File: src/sv/hss_pkg.sv
// Shared types, constants and tables for the Hall sector speed meter.
package hss_pkg;

  localparam int TIME_WIDTH_DEFAULT = 32;
  localparam int STAMP_WIDTH        = 32;
  localparam int NUMER_WIDTH        = 32;
  localparam int SPEED_WIDTH        = 32;
  localparam int CODE_WIDTH         = 3;
  localparam int SECTOR_WIDTH       = 3;
  localparam int ANGLE_WIDTH        = 6;
  localparam int CFG_INDEX_WIDTH    = 1;
  localparam int CFG_DATA_WIDTH     = 32;

  // Register indexes
  localparam logic [CFG_INDEX_WIDTH-1:0] REG_SPEED_NUMERATOR = 1'd0;
  localparam logic [CFG_INDEX_WIDTH-1:0] REG_ANGLE_OFFSET    = 1'd1;

  localparam logic [NUMER_WIDTH-1:0] NUMER_RESET  = 32'd686291313;
  localparam logic [ANGLE_WIDTH-1:0] OFFSET_RESET = 6'd0;

  // Hall codes with no sector
  localparam logic [CODE_WIDTH-1:0] HALL_ALL_LOW  = 3'd0;
  localparam logic [CODE_WIDTH-1:0] HALL_ALL_HIGH = 3'd7;

  localparam logic [SECTOR_WIDTH-1:0] SECTOR_FIRST = 3'd0;
  localparam logic [SECTOR_WIDTH-1:0] SECTOR_LAST  = 3'd5;

  localparam logic [SPEED_WIDTH-1:0] SPEED_POS_SAT = 32'h7FFF_FFFF;
  localparam logic [SPEED_WIDTH-1:0] SPEED_NEG_SAT = 32'h8000_0000;

  localparam logic [6:0] ANGLE_MOD  = 7'd48;
  localparam logic [6:0] ANGLE_MOD2 = 7'd96;

  typedef struct packed {
    logic busy;
    logic done;
  } hss_div_stat_t;

  function automatic logic [SECTOR_WIDTH-1:0] hall_to_sector(input logic [CODE_WIDTH-1:0] code);
    logic [SECTOR_WIDTH-1:0] s;
    unique case (code)
      3'd1:    s = 3'd5;
      3'd2:    s = 3'd1;
      3'd3:    s = 3'd0;
      3'd4:    s = 3'd3;
      3'd5:    s = 3'd4;
      3'd6:    s = 3'd2;
      default: s = 3'd0;
    endcase
    return s;
  endfunction

endpackage

File: src/sv/hss_in_if.sv
// Input channel: Hall code and tick timestamp.
interface hss_in_if;
  logic                               valid;
  logic                               ready;
  logic [hss_pkg::CODE_WIDTH-1:0]     hall_code;
  logic [hss_pkg::STAMP_WIDTH-1:0]    timestamp;

  modport source (output valid, hall_code, timestamp, input ready);
  modport sink   (input valid, hall_code, timestamp, output ready);
endinterface

File: src/sv/hss_out_if.sv
// Output channel: sector, validity, coarse angle and speed.
interface hss_out_if;
  logic                                   valid;
  logic                                   ready;
  logic [hss_pkg::SECTOR_WIDTH-1:0]       sector;
  logic                                   code_valid;
  logic [hss_pkg::ANGLE_WIDTH-1:0]        coarse_angle;
  logic signed [hss_pkg::SPEED_WIDTH-1:0] speed;

  modport source (output valid, sector, code_valid, coarse_angle, speed, input ready);
  modport sink   (input valid, sector, code_valid, coarse_angle, speed, output ready);
endinterface

File: src/sv/hss_cfg_if.sv
// Configuration write channel: register index and data.
interface hss_cfg_if;
  logic                                  valid;
  logic                                  ready;
  logic [hss_pkg::CFG_INDEX_WIDTH-1:0]   index;
  logic [hss_pkg::CFG_DATA_WIDTH-1:0]    data;

  modport source (output valid, index, data, input ready);
  modport sink   (input valid, index, data, output ready);
endinterface

File: src/sv/hall_sector_speed_meter.sv
// Hall sector decode with period-based speed measurement (top level).
// Path: invalid codes and no sector step go from the input transfer straight to S_EMIT;
//   a one-sector step first runs the 32-step shared divider in S_DIV.
// Items: one at a time; the input reopens once S_EMIT has loaded the output register.
// The output register lets a new item enter while the previous result waits.
// Reset (rst, synchronous): sector/time/speed state cleared, registers to defaults.
module hall_sector_speed_meter #(
  parameter int TIME_WIDTH = hss_pkg::TIME_WIDTH_DEFAULT
) (
  input  logic      clk,
  input  logic      rst,
  hss_in_if.sink    in_ch,
  hss_out_if.source out_ch,
  hss_cfg_if.sink   cfg_ch
);

  localparam int SW = hss_pkg::SECTOR_WIDTH;
  localparam int AW = hss_pkg::ANGLE_WIDTH;
  localparam int VW = hss_pkg::SPEED_WIDTH;

  typedef enum logic [1:0] {
    S_IDLE,
    S_DIV,
    S_EMIT
  } state_t;

  state_t state;

  // configuration registers
  logic [hss_pkg::NUMER_WIDTH-1:0] speed_numerator;
  logic [AW-1:0]                   angle_offset;

  // persistent state
  logic [SW-1:0]         last_sector;
  logic [TIME_WIDTH-1:0] last_change_time;
  logic [VW-1:0]         held_speed;

  // captured item
  logic [SW-1:0] cur_sector;
  logic          cur_valid;
  logic          cur_fwd;
  logic          cur_zero;

  // output register
  logic          out_valid;
  logic [SW-1:0] out_sector;
  logic          out_code_valid;
  logic [AW-1:0] out_angle;
  logic [VW-1:0] out_speed;

  // decode of the incoming item
  logic                  in_xfer;
  logic                  code_ok;
  logic [SW-1:0]         dec_sector;
  logic                  step_fwd;
  logic                  step_back;
  logic [TIME_WIDTH-1:0] now;
  logic [TIME_WIDTH-1:0] elapsed;

  // shared divider
  logic                            div_start;
  hss_pkg::hss_div_stat_t          div_stat;
  logic [hss_pkg::NUMER_WIDTH-1:0] quotient;

  logic [VW-1:0] speed_new;
  logic [6:0]    angle_sum;
  logic [AW-1:0] angle_mod;
  logic          out_free;
  logic          emit;

  assign in_ch.ready  = (state == S_IDLE);
  assign cfg_ch.ready = 1'b1;
  assign in_xfer      = in_ch.valid && in_ch.ready;

  assign code_ok    = (in_ch.hall_code != hss_pkg::HALL_ALL_LOW) &&
                      (in_ch.hall_code != hss_pkg::HALL_ALL_HIGH);
  assign dec_sector = hss_pkg::hall_to_sector(in_ch.hall_code);

  // one sector forward or back, wrap included; last_sector always holds 0..5
  assign step_fwd  = (dec_sector == last_sector + 1'b1) ||
                     (dec_sector == hss_pkg::SECTOR_FIRST && last_sector == hss_pkg::SECTOR_LAST);
  assign step_back = (last_sector == dec_sector + 1'b1) ||
                     (last_sector == hss_pkg::SECTOR_FIRST && dec_sector == hss_pkg::SECTOR_LAST);

  // timestamp folded to the time width, elapsed wraps modulo 2^TIME_WIDTH
  assign now     = TIME_WIDTH'(in_ch.timestamp);
  assign elapsed = now - last_change_time;

  assign div_start = in_xfer && code_ok && (step_fwd || step_back);

  hss_divider #(
    .TIME_WIDTH (TIME_WIDTH)
  ) u_div (
    .clk      (clk),
    .rst      (rst),
    .start    (div_start),
    .dividend (speed_numerator),
    .divisor  (elapsed),
    .stat     (div_stat),
    .quotient (quotient)
  );

  // saturate: zero interval or quotient with top bit set clips to the rail
  always_comb begin
    if (cur_fwd) begin
      speed_new = (cur_zero || quotient[VW-1]) ? hss_pkg::SPEED_POS_SAT : quotient;
    end else begin
      speed_new = (cur_zero || quotient[VW-1]) ? hss_pkg::SPEED_NEG_SAT : (VW'(0) - quotient);
    end
  end

  // (sector*8 + offset) mod 48, sum stays below 144
  always_comb begin
    angle_sum = {1'b0, cur_sector, 3'b000} + {1'b0, angle_offset};
    priority if (angle_sum >= hss_pkg::ANGLE_MOD2) begin
      angle_mod = AW'(angle_sum - hss_pkg::ANGLE_MOD2);
    end else if (angle_sum >= hss_pkg::ANGLE_MOD) begin
      angle_mod = AW'(angle_sum - hss_pkg::ANGLE_MOD);
    end else begin
      angle_mod = AW'(angle_sum);
    end
  end

  assign out_free = !out_valid || out_ch.ready;
  // a new result loads the output register this cycle
  assign emit     = (state == S_EMIT) && out_free;

  always_ff @(posedge clk) begin
    if (rst) begin
      state            <= S_IDLE;
      speed_numerator  <= hss_pkg::NUMER_RESET;
      angle_offset     <= hss_pkg::OFFSET_RESET;
      last_sector      <= '0;
      last_change_time <= '0;
      held_speed       <= '0;
      out_valid        <= 1'b0;
    end else begin
      if (cfg_ch.valid && cfg_ch.ready) begin
        unique case (cfg_ch.index)
          hss_pkg::REG_SPEED_NUMERATOR: speed_numerator <= cfg_ch.data;
          hss_pkg::REG_ANGLE_OFFSET:    angle_offset    <= AW'(cfg_ch.data);
          default: ;
        endcase
      end

      if (out_valid && out_ch.ready && !emit) begin
        out_valid <= 1'b0;
      end

      unique case (state)
        S_IDLE: begin
          if (in_xfer) begin
            cur_valid <= code_ok;
            cur_fwd   <= step_fwd;
            cur_zero  <= (elapsed == '0);
            if (code_ok) begin
              cur_sector  <= dec_sector;
              last_sector <= dec_sector;
            end else begin
              cur_sector <= last_sector;
            end
            if (div_start) begin
              last_change_time <= now;
              state            <= S_DIV;
            end else begin
              state <= S_EMIT;
            end
          end
        end
        S_DIV: begin
          if (div_stat.done) begin
            held_speed <= speed_new;
            state      <= S_EMIT;
          end
        end
        S_EMIT: begin
          if (out_free) begin
            out_valid      <= 1'b1;
            out_sector     <= cur_sector;
            out_code_valid <= cur_valid;
            out_angle      <= angle_mod;
            out_speed      <= held_speed;
            state          <= S_IDLE;
          end
        end
        default: state <= S_IDLE;
      endcase
    end
  end

  assign out_ch.valid        = out_valid;
  assign out_ch.sector       = out_sector;
  assign out_ch.code_valid   = out_code_valid;
  assign out_ch.coarse_angle = out_angle;
  assign out_ch.speed        = out_speed;

  // divider is only kicked when idle
  a_div_start_idle: assert property (@(posedge clk) disable iff (rst)
    div_start |-> !div_stat.busy)
    else $error("divider started while busy");

  // an input transfer closes the input until the item is done
  a_one_item: assert property (@(posedge clk) disable iff (rst)
    in_xfer |=> !in_ch.ready)
    else $error("input accepted twice in a row");

  // stored sector never leaves 0..5
  a_sector_range: assert property (@(posedge clk) disable iff (rst)
    last_sector <= hss_pkg::SECTOR_LAST)
    else $error("last_sector out of range");

  // divider completion only seen while waiting on it
  a_done_in_div: assert property (@(posedge clk) disable iff (rst)
    div_stat.done |-> state == S_DIV)
    else $error("divider finished outside the divide state");

endmodule

File: src/sv/hss_divider.sv
// Restoring divider, one quotient bit per cycle.
module hss_divider #(
  parameter int TIME_WIDTH = hss_pkg::TIME_WIDTH_DEFAULT
) (
  input  logic                             clk,
  input  logic                             rst,
  input  logic                             start,
  input  logic [hss_pkg::NUMER_WIDTH-1:0]  dividend,
  input  logic [TIME_WIDTH-1:0]            divisor,
  output hss_pkg::hss_div_stat_t           stat,
  output logic [hss_pkg::NUMER_WIDTH-1:0]  quotient
);

  localparam int NW = hss_pkg::NUMER_WIDTH;
  localparam int CW = $clog2(NW);

  logic [TIME_WIDTH-1:0] dsor;
  logic [TIME_WIDTH-1:0] rem;
  logic [NW-1:0]         quo;
  logic [CW-1:0]         count;
  logic                  busy;
  logic                  done;

  logic [TIME_WIDTH:0]   trial;
  logic [TIME_WIDTH:0]   diff;

  // shift in next dividend bit, then try the subtract
  assign trial = {rem, quo[NW-1]};
  assign diff  = trial - {1'b0, dsor};

  always_ff @(posedge clk) begin
    if (rst) begin
      busy  <= 1'b0;
      done  <= 1'b0;
      count <= '0;
    end else begin
      done <= 1'b0;
      if (start && !busy) begin
        busy  <= 1'b1;
        count <= '0;
        dsor  <= divisor;
        rem   <= '0;
        quo   <= dividend;
      end else if (busy) begin
        if (!diff[TIME_WIDTH]) begin
          rem <= diff[TIME_WIDTH-1:0];
          quo <= {quo[NW-2:0], 1'b1};
        end else begin
          rem <= trial[TIME_WIDTH-1:0];
          quo <= {quo[NW-2:0], 1'b0};
        end
        count <= count + 1'b1;
        if (count == CW'(NW - 1)) begin
          busy <= 1'b0;
          done <= 1'b1;
        end
      end
    end
  end

  assign stat.busy = busy;
  assign stat.done = done;
  assign quotient  = quo;

endmodule

File: src/flat_wrapper.sv
// flat-port wrapper written by rule: the top's interface ports become plain ports
module hall_sector_speed_meter_flat 
#(
  parameter int TIME_WIDTH = hss_pkg::TIME_WIDTH_DEFAULT
)
  (clk, rst, in_ch_valid, in_ch_hall_code, in_ch_timestamp, in_ch_ready, out_ch_valid, out_ch_sector, out_ch_code_valid, out_ch_coarse_angle, out_ch_speed, out_ch_ready, cfg_ch_valid, cfg_ch_index, cfg_ch_data, cfg_ch_ready);
  hss_in_if in_ch_i ();
  hss_out_if out_ch_i ();
  hss_cfg_if cfg_ch_i ();
  input  logic clk;
  input  logic rst;
  input wire logic [$bits(in_ch_i.valid)-1:0] in_ch_valid;
  input wire logic [$bits(in_ch_i.hall_code)-1:0] in_ch_hall_code;
  input wire logic [$bits(in_ch_i.timestamp)-1:0] in_ch_timestamp;
  output wire logic [$bits(in_ch_i.ready)-1:0] in_ch_ready;
  output wire logic [$bits(out_ch_i.valid)-1:0] out_ch_valid;
  output wire logic [$bits(out_ch_i.sector)-1:0] out_ch_sector;
  output wire logic [$bits(out_ch_i.code_valid)-1:0] out_ch_code_valid;
  output wire logic [$bits(out_ch_i.coarse_angle)-1:0] out_ch_coarse_angle;
  output wire logic [$bits(out_ch_i.speed)-1:0] out_ch_speed;
  input wire logic [$bits(out_ch_i.ready)-1:0] out_ch_ready;
  input wire logic [$bits(cfg_ch_i.valid)-1:0] cfg_ch_valid;
  input wire logic [$bits(cfg_ch_i.index)-1:0] cfg_ch_index;
  input wire logic [$bits(cfg_ch_i.data)-1:0] cfg_ch_data;
  output wire logic [$bits(cfg_ch_i.ready)-1:0] cfg_ch_ready;
  assign in_ch_i.valid = in_ch_valid;
  assign in_ch_i.hall_code = in_ch_hall_code;
  assign in_ch_i.timestamp = in_ch_timestamp;
  assign in_ch_ready = in_ch_i.ready;
  assign out_ch_valid = out_ch_i.valid;
  assign out_ch_sector = out_ch_i.sector;
  assign out_ch_code_valid = out_ch_i.code_valid;
  assign out_ch_coarse_angle = out_ch_i.coarse_angle;
  assign out_ch_speed = out_ch_i.speed;
  assign out_ch_i.ready = out_ch_ready;
  assign cfg_ch_i.valid = cfg_ch_valid;
  assign cfg_ch_i.index = cfg_ch_index;
  assign cfg_ch_i.data = cfg_ch_data;
  assign cfg_ch_ready = cfg_ch_i.ready;
  hall_sector_speed_meter #(.TIME_WIDTH(TIME_WIDTH)) u_core (.clk(clk), .rst(rst), .in_ch(in_ch_i), .out_ch(out_ch_i), .cfg_ch(cfg_ch_i));
endmodule
File: config.mk
export PLATFORM = sky130hd
export DESIGN_NAME = hall_sector_speed_meter_flat
export DESIGN_NICKNAME = d
export VERILOG_FILES = /design/src/sv/hss_pkg.sv /design/src/sv/hss_in_if.sv /design/src/sv/hss_out_if.sv /design/src/sv/hss_cfg_if.sv /design/src/sv/hall_sector_speed_meter.sv /design/src/sv/hss_divider.sv /design/src/flat_wrapper.sv
export SDC_FILE = /design/constraint.sdc
export NUM_CORES = 1
export LEC_CHECK = 0
export BUFFER_PORTS_ARGS = -buffer_cell sky130_fd_sc_hd__buf_2
export CAP_MARGIN = 20
export CORE_MARGIN = 2
export CORE_UTILIZATION = 55
export DETAILED_ROUTE_END_ITERATION = 8
export PLACE_DENSITY = 0.74
export SKIP_LAST_GASP = 1
export SYNTH_ARGS = -nofsm -noshare
export SYNTH_HDL_FRONTEND = slang
export SYNTH_SLANG_ARGS = --single-unit
File: constraint.sdc
create_clock -name clk -period 8.7 [get_ports clk]
set_input_delay 0.87 -clock clk [delete_from_list [all_inputs] [get_ports clk]]
set_output_delay 0.87 -clock clk [all_outputs]
set_load 0.1 [all_outputs]
==> results of run 1 <==
metal layers:
metal / vias to the layer above / GRT usage [%] / part of all wire (%)
met1: 5474 / 32.4 / 47
met2: 288 / 36.3 / 46
met5: - / 0 / 0
met3: 40 / 2.92 / 5.3
li1: 5828 / - / -
met4: 0 / 4.99 / 1.9
flip-flops by register name (all words and copies together) (netlist names):
signal	flops
u_core.held_speed	32
u_core.last_change_time	32
u_core.out_ch.speed	32
u_core.speed_numerator	32
u_core.u_div.dsor	32
u_core.u_div.quotient	32
u_core.u_div.rem	32
u_core.angle_offset	6
u_core.out_ch.coarse_angle	6
u_core.u_div.count	5
u_core.cur_sector	3
u_core.last_sector	3
u_core.out_ch.sector	3
u_core.state	2
u_core.cur_fwd	1
u_core.cur_valid	1
u_core.cur_zero	1
u_core.out_ch.code_valid	1
u_core.out_ch.valid	1
u_core.u_div.busy	1
u_core.u_div.done	1
worst max path at each step:
| stage | start | depth (start not counted) | to |
|---|---|---|---|
| final | in_ch_hall_code[1] | 17 | u_core.u_div.quotient[30]$_DFFE_PP_ |
| after global routing | in_ch_hall_code[0] | 17 | u_core.u_div.quotient[30]$_DFFE_PP_ |
| after CTS | in_ch_hall_code[1] | 17 | u_core.u_div.quotient[30]$_DFFE_PP_ |
| after detailed placement | in_ch_hall_code[1] | 17 | u_core.u_div.quotient[30]$_DFFE_PP_ |
| after global placement | in_ch_hall_code[1] | 17 | u_core.u_div.quotient[1]$_DFFE_PP_ |
| after floorplan | in_ch_hall_code[0] | 15 | u_core.u_div.quotient[0]$_DFFE_PP_ |
kinds of logic (layout without fill, tap and decap cells):
logic type / count (synthesis) / after routing
xor gates and xnor gates: 66 / 66
AOI/OAI and AO/OA: 371 / 371
muxes: 53 / 53
and+or+nand+nor: 596 / 596
buffers and inverters: 172 / 274
DFF: 259 / 259
adders and majority gates: 80 / 80
other: 1 / 1
critical path: cells and delay by family:
family	cells	cell delay, ns
and+or+nand+nor	4	1.31
buffers and inverters	5	1.13
AOI/OAI and AO/OA	7	1.05
adders and majority gates	1	0.15
layout by cell type (no fill, tap or decap), types with 42 or more instances in the layout:
cell and count:
sky130_fd_sc_hd__buf_2 115, sky130_fd_sc_hd__dfxtp_1 115, sky130_fd_sc_hd__mux2i_1 48, sky130_fd_sc_hd__o21ai_0 60, sky130_fd_sc_hd__nand2_1 252, sky130_fd_sc_hd__inv_1 97, sky130_fd_sc_hd__a21oi_1 125, sky130_fd_sc_hd__xnor2_1 42
sky130_fd_sc_hd__edfxtp_1 144, sky130_fd_sc_hd__nor2_1 160, sky130_fd_sc_hd__ha_1 77
cell type report:
class	instances	area (um^2)	share of cell area (%)
clock inverter	11	131	0.805
inverter	97	364	2.23
tap	335	419	2.57
timing repair buffer	128	688	4.22
clock buffer	38	792	4.85
multi-input combinational	1167	7290	44.7
sequential	259	6630	40.6
power groups by stage:
stage	sequential (mW)	clock, mW	combinational, mW
global route	1.45	1.24	0.807
detailed placement	1.47	0	0.718
floorplan	1.51	0	0.514
global placement	1.47	0	0.704
finish	1.44	1.18	0.728
CTS	1.44	1.20	0.724
metrics by stage:
stage                     hold WS [ns]  util (%)
after global placement           0.402      59.1
after CTS                        0.423      62.7
after floorplan                  0.400         -
final                            0.419      62.8
after detailed placement         0.416      59.1
after global routing             0.421      62.8
==> key figures, run 1 <==
Status
  – Status: finished, final reports clean

CTS
  – Clock sinks: 259
  – Post-CTS Repair Setup Buffers: 0
  – Post-CTS resize count: 0
  – Worst skew pair latency: 0.53 ns
  – H-tree Lvls: 1
  – CTS Buf Count: 27
  – Clock input transition at the sequential cells of the worst setup and hold paths: 0.06 ns
  – CTS tree: built
  – Cell at the root of the clock tree: sky130_fd_sc_hd__clkbuf_16
  – Hold_buf cts: 0
  – CTS Buffer Depth: 3

Power
  – Combinational group share of total power: 21.8%
  – Worst IR Drop VDD: 230 uV
  – Static power due to leakage: 6.73 nW
  – Sw Share: 29.5%
  – Sequential fraction of design power: 43.1%
  – Design Power: 3.35 mW
  – Int Power: 2.36 mW
  – Clock Power Share: 35.2%
  – Net switching power: 0.986 mW
  – Power density over the cells: 205 nW/um^2

Timing
  – Setup clock skew after layout: 0.00946 ns
  – Hold violation total from the final report: 0
  – Worst-case headroom to the max-slew limit: 28.3%
  – Time the worst path needs with I/O delays and setup: 4.29 ns
  – Highest achievable clock rate: 233 MHz
  – Setup Total Neg Slack: 0 ns
  – Setup-failing EPs final: 0
  – RSZ-0062 raised after global routing: no
  – Worst-margin pin slew: 1.07 ns
  – Count of final max-slew check failures: 0
  – Min setup slack post-route: 4.41 ns
  – Fraction of the cycle the final worst path needs: 49.3%

Placed design
  – Routability-driven placement congestion ratio: 0.877
  – Port Buffers: 116
  – Cell area reported after detailed placement: 15,400 um^2
  – Final HPWL from detailed placement: 23,100 um
  – Post-placement setup slack: 3.85 ns
  – # placed instances: 1,984

Cells and area
  – Fillcell total: 2,231
  – Net count of the finished layout: 1,833
  – Finished Cell Area: 16,300 um^2
  – Number of antenna repair diodes: 0
  – Layout cell share with drive strength beyond 1: 12.1%
  – Synth-to-layout area growth: 12.3%
  – Final non-filler cell total: 2,035

Routing
  – # DRC: 0
  – Detailed-routing iteration count for the pre-antenna-repair pass: 5
  – Total number of vias: 11,630
  – Routed len/inst: 15.7 um
  – Vias per inst: 5.71
  – Number of nets still failing antenna checks after routing: 0
  – Aggregate routed wire length: 32,000 um
  – DRC marker count from the first detailed-route iteration: 736

Worst hold path
  – Critical hold path startpoint: u_core.cur_valid$_DFFE_PP_
  – Worst hold path cell count: 0
  – Worst Hold End: u_core.out_ch.code_valid$_DFFE_PP_
  – Hold Crit Class: reg2reg

Setup path
  – Cell type of the slowest stage on the worst timing path: sky130_fd_sc_hd__nor2_4
  – Endpoint arrival time on the critical path: 4.55 ns
  – Critical path peak fanout: 44
  – Reg-to-reg endpoint: u_core.u_div.rem[0]$_SDFFCE_PP0P_
  – Setup crit end kind: register
  – Critical path type: in2reg
  – Setup slack on the worst flop-to-flop path: 4.58 ns
  – Origin of the critical flop-to-flop path: u_core.u_div.quotient[31]$_DFFE_PP_
  – Crit path cell chain: buf_2 > or2_2 > o21ai_0 > a21oi_1 > inv_1 > ha_1 > nand3_1 > inv_1 > o21ai_0 > a221oi_1 > a21oi_1 > nor2_1 > o21bai_4 > buf_4 > nor2_4 > buf_4 > o21ai_0
  – Req. time, crit path: 8.96 ns
  – Depth of the worst register-to-register path: 14
  – Category of the worst setup path launch point: primary input
  – Cell mode on critical path: sky130_fd_sc_hd__o21ai_0
  – Longest individual stage delay on the worst path: 0.58 ns

Synthesis
  – Simple-Gate Fraction of Synth Area: 18.7%
  – Share of async-settable or async-resettable flops after synthesis: 0%
  – Leading cell types by total area after synthesis: sky130_fd_sc_hd__edfxtp_1, sky130_fd_sc_hd__dfxtp_1, sky130_fd_sc_hd__ha_1
  – Dominant cell by count in the synthesized netlist: sky130_fd_sc_hd__nand2_1
  – Synth cell count leaders: sky130_fd_sc_hd__nand2_1, sky130_fd_sc_hd__nor2_1, sky130_fd_sc_hd__edfxtp_1, sky130_fd_sc_hd__a21oi_1, sky130_fd_sc_hd__dfxtp_1
  – Total of warnings raised by yosys: 0
  – Sequential element share of the synthesized area: 45.6%
  – Synthesized area per cell: 9.09 um^2
  – Post-synthesis register bit count: 259
  – Fraction of synthesized area in multiplexers: 3.69%
  – Largest family of logic cells by synthesized area: simple AND/OR/NAND/NOR gates
  – Compound-cell area share of the yosys netlist: 16.4%
  – Post-Synthesis Cells: 1,598
  – Number of flops mapped to enable cells by yosys: 144
  – Area share of the leading cell type in the synthesized netlist: 29.8%
  – Post-Synth Adder-Cell Area: 7.04%
  – Post-Syn Area: 14,500 um^2
  – Commonest register cell after synthesis: sky130_fd_sc_hd__edfxtp_1
  – Biggest area consumer among synthesized cells: sky130_fd_sc_hd__edfxtp_1
  – Number of nets in the synthesized netlist: 1,751
  – Number of distinct library cell variants in the gate-level netlist after synthesis: 77
  – Xor-xnor portion of the synthesized cell area: 3.98%

Global routing
  – Wire length of the first global-routing pass: 52,400 um
  – Antenna violations before repair: 0
  – Total GRT Usage: 22.5%
  – Via count of the first global-routing pass: 10,601
  – Total overflow reported by the global router: 0
  – Maximum number of pins on one net before global-route repair: 90

Die
  – Number of placed I/O pins: 118
  – Effective utilization at floorplan: 55.9%
  – Floorplan die width: 167 um
  – Total number of placement rows: 59
  – Die H: 167 um
  – Area enclosed by the die boundary: 27,700 um^2
  – Area of the placeable core: 26,000 um^2

Flow run
  – Number of max-cap violations: 0
Note: power is estimated with default switching activity, not from simulation.
==> run 2, diff against run 1 <==
--- a/config.mk
+++ b/config.mk
@@ -10,7 +10,7 @@
 export CORE_MARGIN = 2
 export CORE_UTILIZATION = 55
 export DETAILED_ROUTE_END_ITERATION = 8
-export PLACE_DENSITY = 0.74
+export PLACE_DENSITY = 0.77
 export SKIP_LAST_GASP = 1
 export SYNTH_ARGS = -nofsm -noshare
 export SYNTH_HDL_FRONTEND = slang
==> constraint.sdc (replaced) <==
create_clock -name clk -period 3.5 [get_ports clk]
set_input_delay 0.35 -clock clk [delete_from_list [all_inputs] [get_ports clk]]
set_output_delay 0.35 -clock clk [all_outputs]
set_load 0.1 [all_outputs]
==> key figures, run 2 (synthesis results as in run 1) <==
Setup path
  – Origin of the critical flop-to-flop path: u_core.last_change_time[1]$_SDFFE_PP0P_
  – Depth of the worst register-to-register path: 13 (-1)
  – Reg-to-reg endpoint: u_core.cur_zero$_DFFE_PP_
  – Category of the worst setup path launch point: register
  – Longest individual stage delay on the worst path: 0.50 ns (-0.08 ns)
  – Crit path max-delay family: simple AND/OR/NAND/NOR gates
  – Endpoint arrival time on the critical path: 3.89 ns (-0.66 ns)
  – Setup slack on the worst flop-to-flop path: -0.04 ns (-4.62 ns)
  – Worst path bufs/invs: 2 (-3)
  – Critical path type: reg2reg
  – Crit path cell chain: inv_2 > ha_4 > nor2b_4 > buf_6 > o31a_4 > o211a_4 > o21ai_2 > nand2_1 > a221o_1 > mux2_2 > or4_1 > or4_4 > nor4_2
  – Setup crit end kind: register
  – Critical path peak fanout: 4 (-91%)
  – Req. time, crit path: 3.86 ns (-5.10 ns)
  – Cell type of the slowest stage on the worst timing path: sky130_fd_sc_hd__or4_4

Timing
  – Highest achievable clock rate: 283 MHz
  – Count of final max-slew check failures: 0 (unchanged)
  – Setup clock skew after layout: 0.0244 ns (+0.0150 ns)
  – Time the worst path needs with I/O delays and setup: 3.54 ns
  – Worst-margin pin slew: 1.04 ns (-0.0283 ns)
  – Fraction of the cycle the final worst path needs: 101%
  – RSZ-0062 raised after global routing: yes
  – Worst-case headroom to the max-slew limit: 30.4% (+2.1 points)
  – Hold violation total from the final report: 0 (unchanged)
  – Worst Hold Margin: 0.0247 ns (-0.394 ns)
  – Setup-failing EPs final: 1 (+1)
  – Min setup slack post-route: -0.0362 ns (-4.45 ns)

Worst hold path
  – Worst Hold End: u_core.speed_numerator[11]$_SDFFE_PP1P_
  – Critical hold path startpoint: cfg_ch_data[11]
  – Hold Crit Class: in2reg
  – Worst hold path cell count: 3 (+3)

Cells and area
  – Final non-filler cell total: 2,125 (+4.4%)
  – Most frequent cells in the layout: sky130_fd_sc_hd__nand2_1, sky130_fd_sc_hd__nor2_1, sky130_fd_sc_hd__edfxtp_1, sky130_fd_sc_hd__a21oi_1, sky130_fd_sc_hd__buf_2
  – Most common library cell in the layout ignoring fill and taps: sky130_fd_sc_hd__nand2_1
  – Layout cell share with drive strength beyond 1: 17.8% (+5.7 points)
  – Net count of the finished layout: 1,922 (+4.9%)
  – Post-layout utilization of the core: 66.6% (+3.8 points)
  – Synth-to-layout area growth: 19.1%

Power
  – Worst IR Drop VDD: 497 uV (+120%)
  – Sequential fraction of design power: 41.9% (-1.2 points)
  – Static power due to leakage: 7.20 nW (+7.1%)
  – Combinational group share of total power: 24.6% (+2.8 points)
  – Sw Share: 29.8% (+0.36 points)
  – Clock Power Share: 33.5% (-1.7 points)
  – Int Power: 6.01 mW (+150%)
  – Net switching power: 2.55 mW (+160%)
  – Power density over the cells: 495 nW/um^2 (+140%)

Die
  – Area enclosed by the die boundary: 27,700 um^2 (unchanged)
  – Effective utilization at floorplan: 55.9% (unchanged)
  – Area of the placeable core: 26,000 um^2 (unchanged)
  – Total number of placement rows: 59 (unchanged)
  – Number of placed I/O pins: 118 (unchanged)
  – Die H: 167 um (unchanged)
  – Floorplan die width: 167 um (unchanged)

CTS
  – Worst skew pair latency: 0.55 ns (+0.02 ns)
  – CTS Buffer Depth: 3 (unchanged)
  – Clock sinks: 259 (unchanged)
  – CTS tree: built
  – Cell at the root of the clock tree: sky130_fd_sc_hd__clkbuf_16
  – H-tree Lvls: 1 (unchanged)
  – CTS Buf Count: 26 (-3.7%)
  – Clock input transition at the sequential cells of the worst setup and hold paths: 0.06 ns (about the same)

Global routing
  – Antenna violations before repair: 1 (+1)
  – Via count of the first global-routing pass: 11,418 (+7.7%)
  – Maximum number of pins on one net before global-route repair: 67 (-26%)
  – Wire length of the first global-routing pass: 54,900 um (+4.8%)
  – Total GRT Usage: 23.3% (+0.80 points)
  – Total overflow reported by the global router: 0 (unchanged)

Status
  – Violations in the final reports: negative setup slack
  – Status: finished with violations

Routing
  – Routed len/inst: 15.9 um (+1.0%)
  – Detailed-routing iteration count for the pre-antenna-repair pass: 5 (unchanged)
  – Total number of vias: 12,011 (+3.3%)
  – Vias per inst: 5.65 (-1.1%)
  – Number of nets still failing antenna checks after routing: 0 (unchanged)
  – # DRC: 0 (unchanged)
  – Aggregate routed wire length: 33,700 um (+5.5%)
  – DRC marker count from the first detailed-route iteration: 737 (+0.14%)

Placed design
  – Final HPWL from detailed placement: 24,000 um (+3.9%)
  – Post-placement setup slack: -0.358 ns (-4.21 ns)
  – Port Buffers: 116 (unchanged)
  – Routability-driven placement congestion ratio: 0.913 (+4.1%)
  – # placed instances: 2,067 (+4.2%)

Flow run
  – Number of max-cap violations: 0 (unchanged)
run 2: final cells by class:
class / instances / area, um^2
fillers: 2052 / 8680
multi-input cells: 1167 / 7500
clock buffers: 37 / 797
diodes: 1 / 2.50
clock inverters: 11 / 105
inverters: 97 / 364
flip-flops and latches: 259 / 6630
repair buffers: 218 / 1490
well taps: 335 / 419
run 2: worst max-delay path by stage:
stage / cells past startpoint / slack, ns / startpoint / end
detailed placement: 12 / -0.36 / in_ch_timestamp[1] / u_core.cur_zero$_DFFE_PP_
global route: 14 / -0.15 / u_core.u_div.quotient[31]$_DFFE_PP_ / u_core.u_div.rem[10]$_SDFFCE_PP0P_
global placement: 12 / -0.31 / in_ch_timestamp[1] / u_core.cur_zero$_DFFE_PP_
floorplan: 15 / -0.09 / in_ch_hall_code[0] / u_core.u_div.quotient[0]$_DFFE_PP_
CTS: 13 / -0.16 / u_core.last_change_time[1]$_SDFFE_PP0P_ / u_core.cur_zero$_DFFE_PP_
finish: 13 / -0.04 / u_core.last_change_time[1]$_SDFFE_PP0P_ / u_core.cur_zero$_DFFE_PP_
run 2: power groups by stage:
stage	clock network (mW)	registers (mW)	logic, mW
3_5_place_dp	0	3.65	2.02
2_1_floorplan	0	3.74	1.29
3_3_place_gp	0	3.64	1.97
4_1_cts	2.91	3.58	2.04
6_report	2.87	3.58	2.11
5_1_grt	3.03	3.60	2.31
run 2: metrics by stage:
stage	power (mW)	setup TNS [ns]	area [um^2]
CTS	8.54	-0.164	17100
global placement	5.61	-0.308	16100
finish	8.56	-0.0362	17300
global route	8.95	-0.290	17300
floorplan	5.03	-5.61	14600
detailed placement	5.66	-0.389	16100
run 2: worst register-to-register path, cell delays in order (launching register included):
cell and delay [ns]:
sky130_fd_sc_hd__dfxtp_2 0.34, sky130_fd_sc_hd__inv_2 0.05, sky130_fd_sc_hd__ha_4 0.20, sky130_fd_sc_hd__nor2b_4 0.13, sky130_fd_sc_hd__buf_6 0.11, sky130_fd_sc_hd__o31a_4 0.28
sky130_fd_sc_hd__o211a_4 0.28, sky130_fd_sc_hd__o21ai_2 0.14, sky130_fd_sc_hd__nand2_1 0.08, sky130_fd_sc_hd__a221o_1 0.39, sky130_fd_sc_hd__mux2_2 0.27, sky130_fd_sc_hd__or4_1 0.43
sky130_fd_sc_hd__or4_4 0.50, sky130_fd_sc_hd__nor4_2 0.15
run 2: what timing repair did:
item                       in CTS  in global routing
pin swaps                       3                  9
hold buffers                    5                  0
gates cloned                    0                  0
setup endpoints to repair       2                 34
setup buffers                   0                  1
hold endpoints to repair        5                  0
resized for setup               7                 27
run 2: layer usage:
metal	vias to the layer above	GRT usage (%)	share of wire [%]	wire, um
met3	67	2.85	5.3	1800
met4	0	6.30	2.3	792
met2	331	38.7	47	15800
li1	5996	-	-	-
met1	5617	32.3	45	15300
met5	-	0	0	0
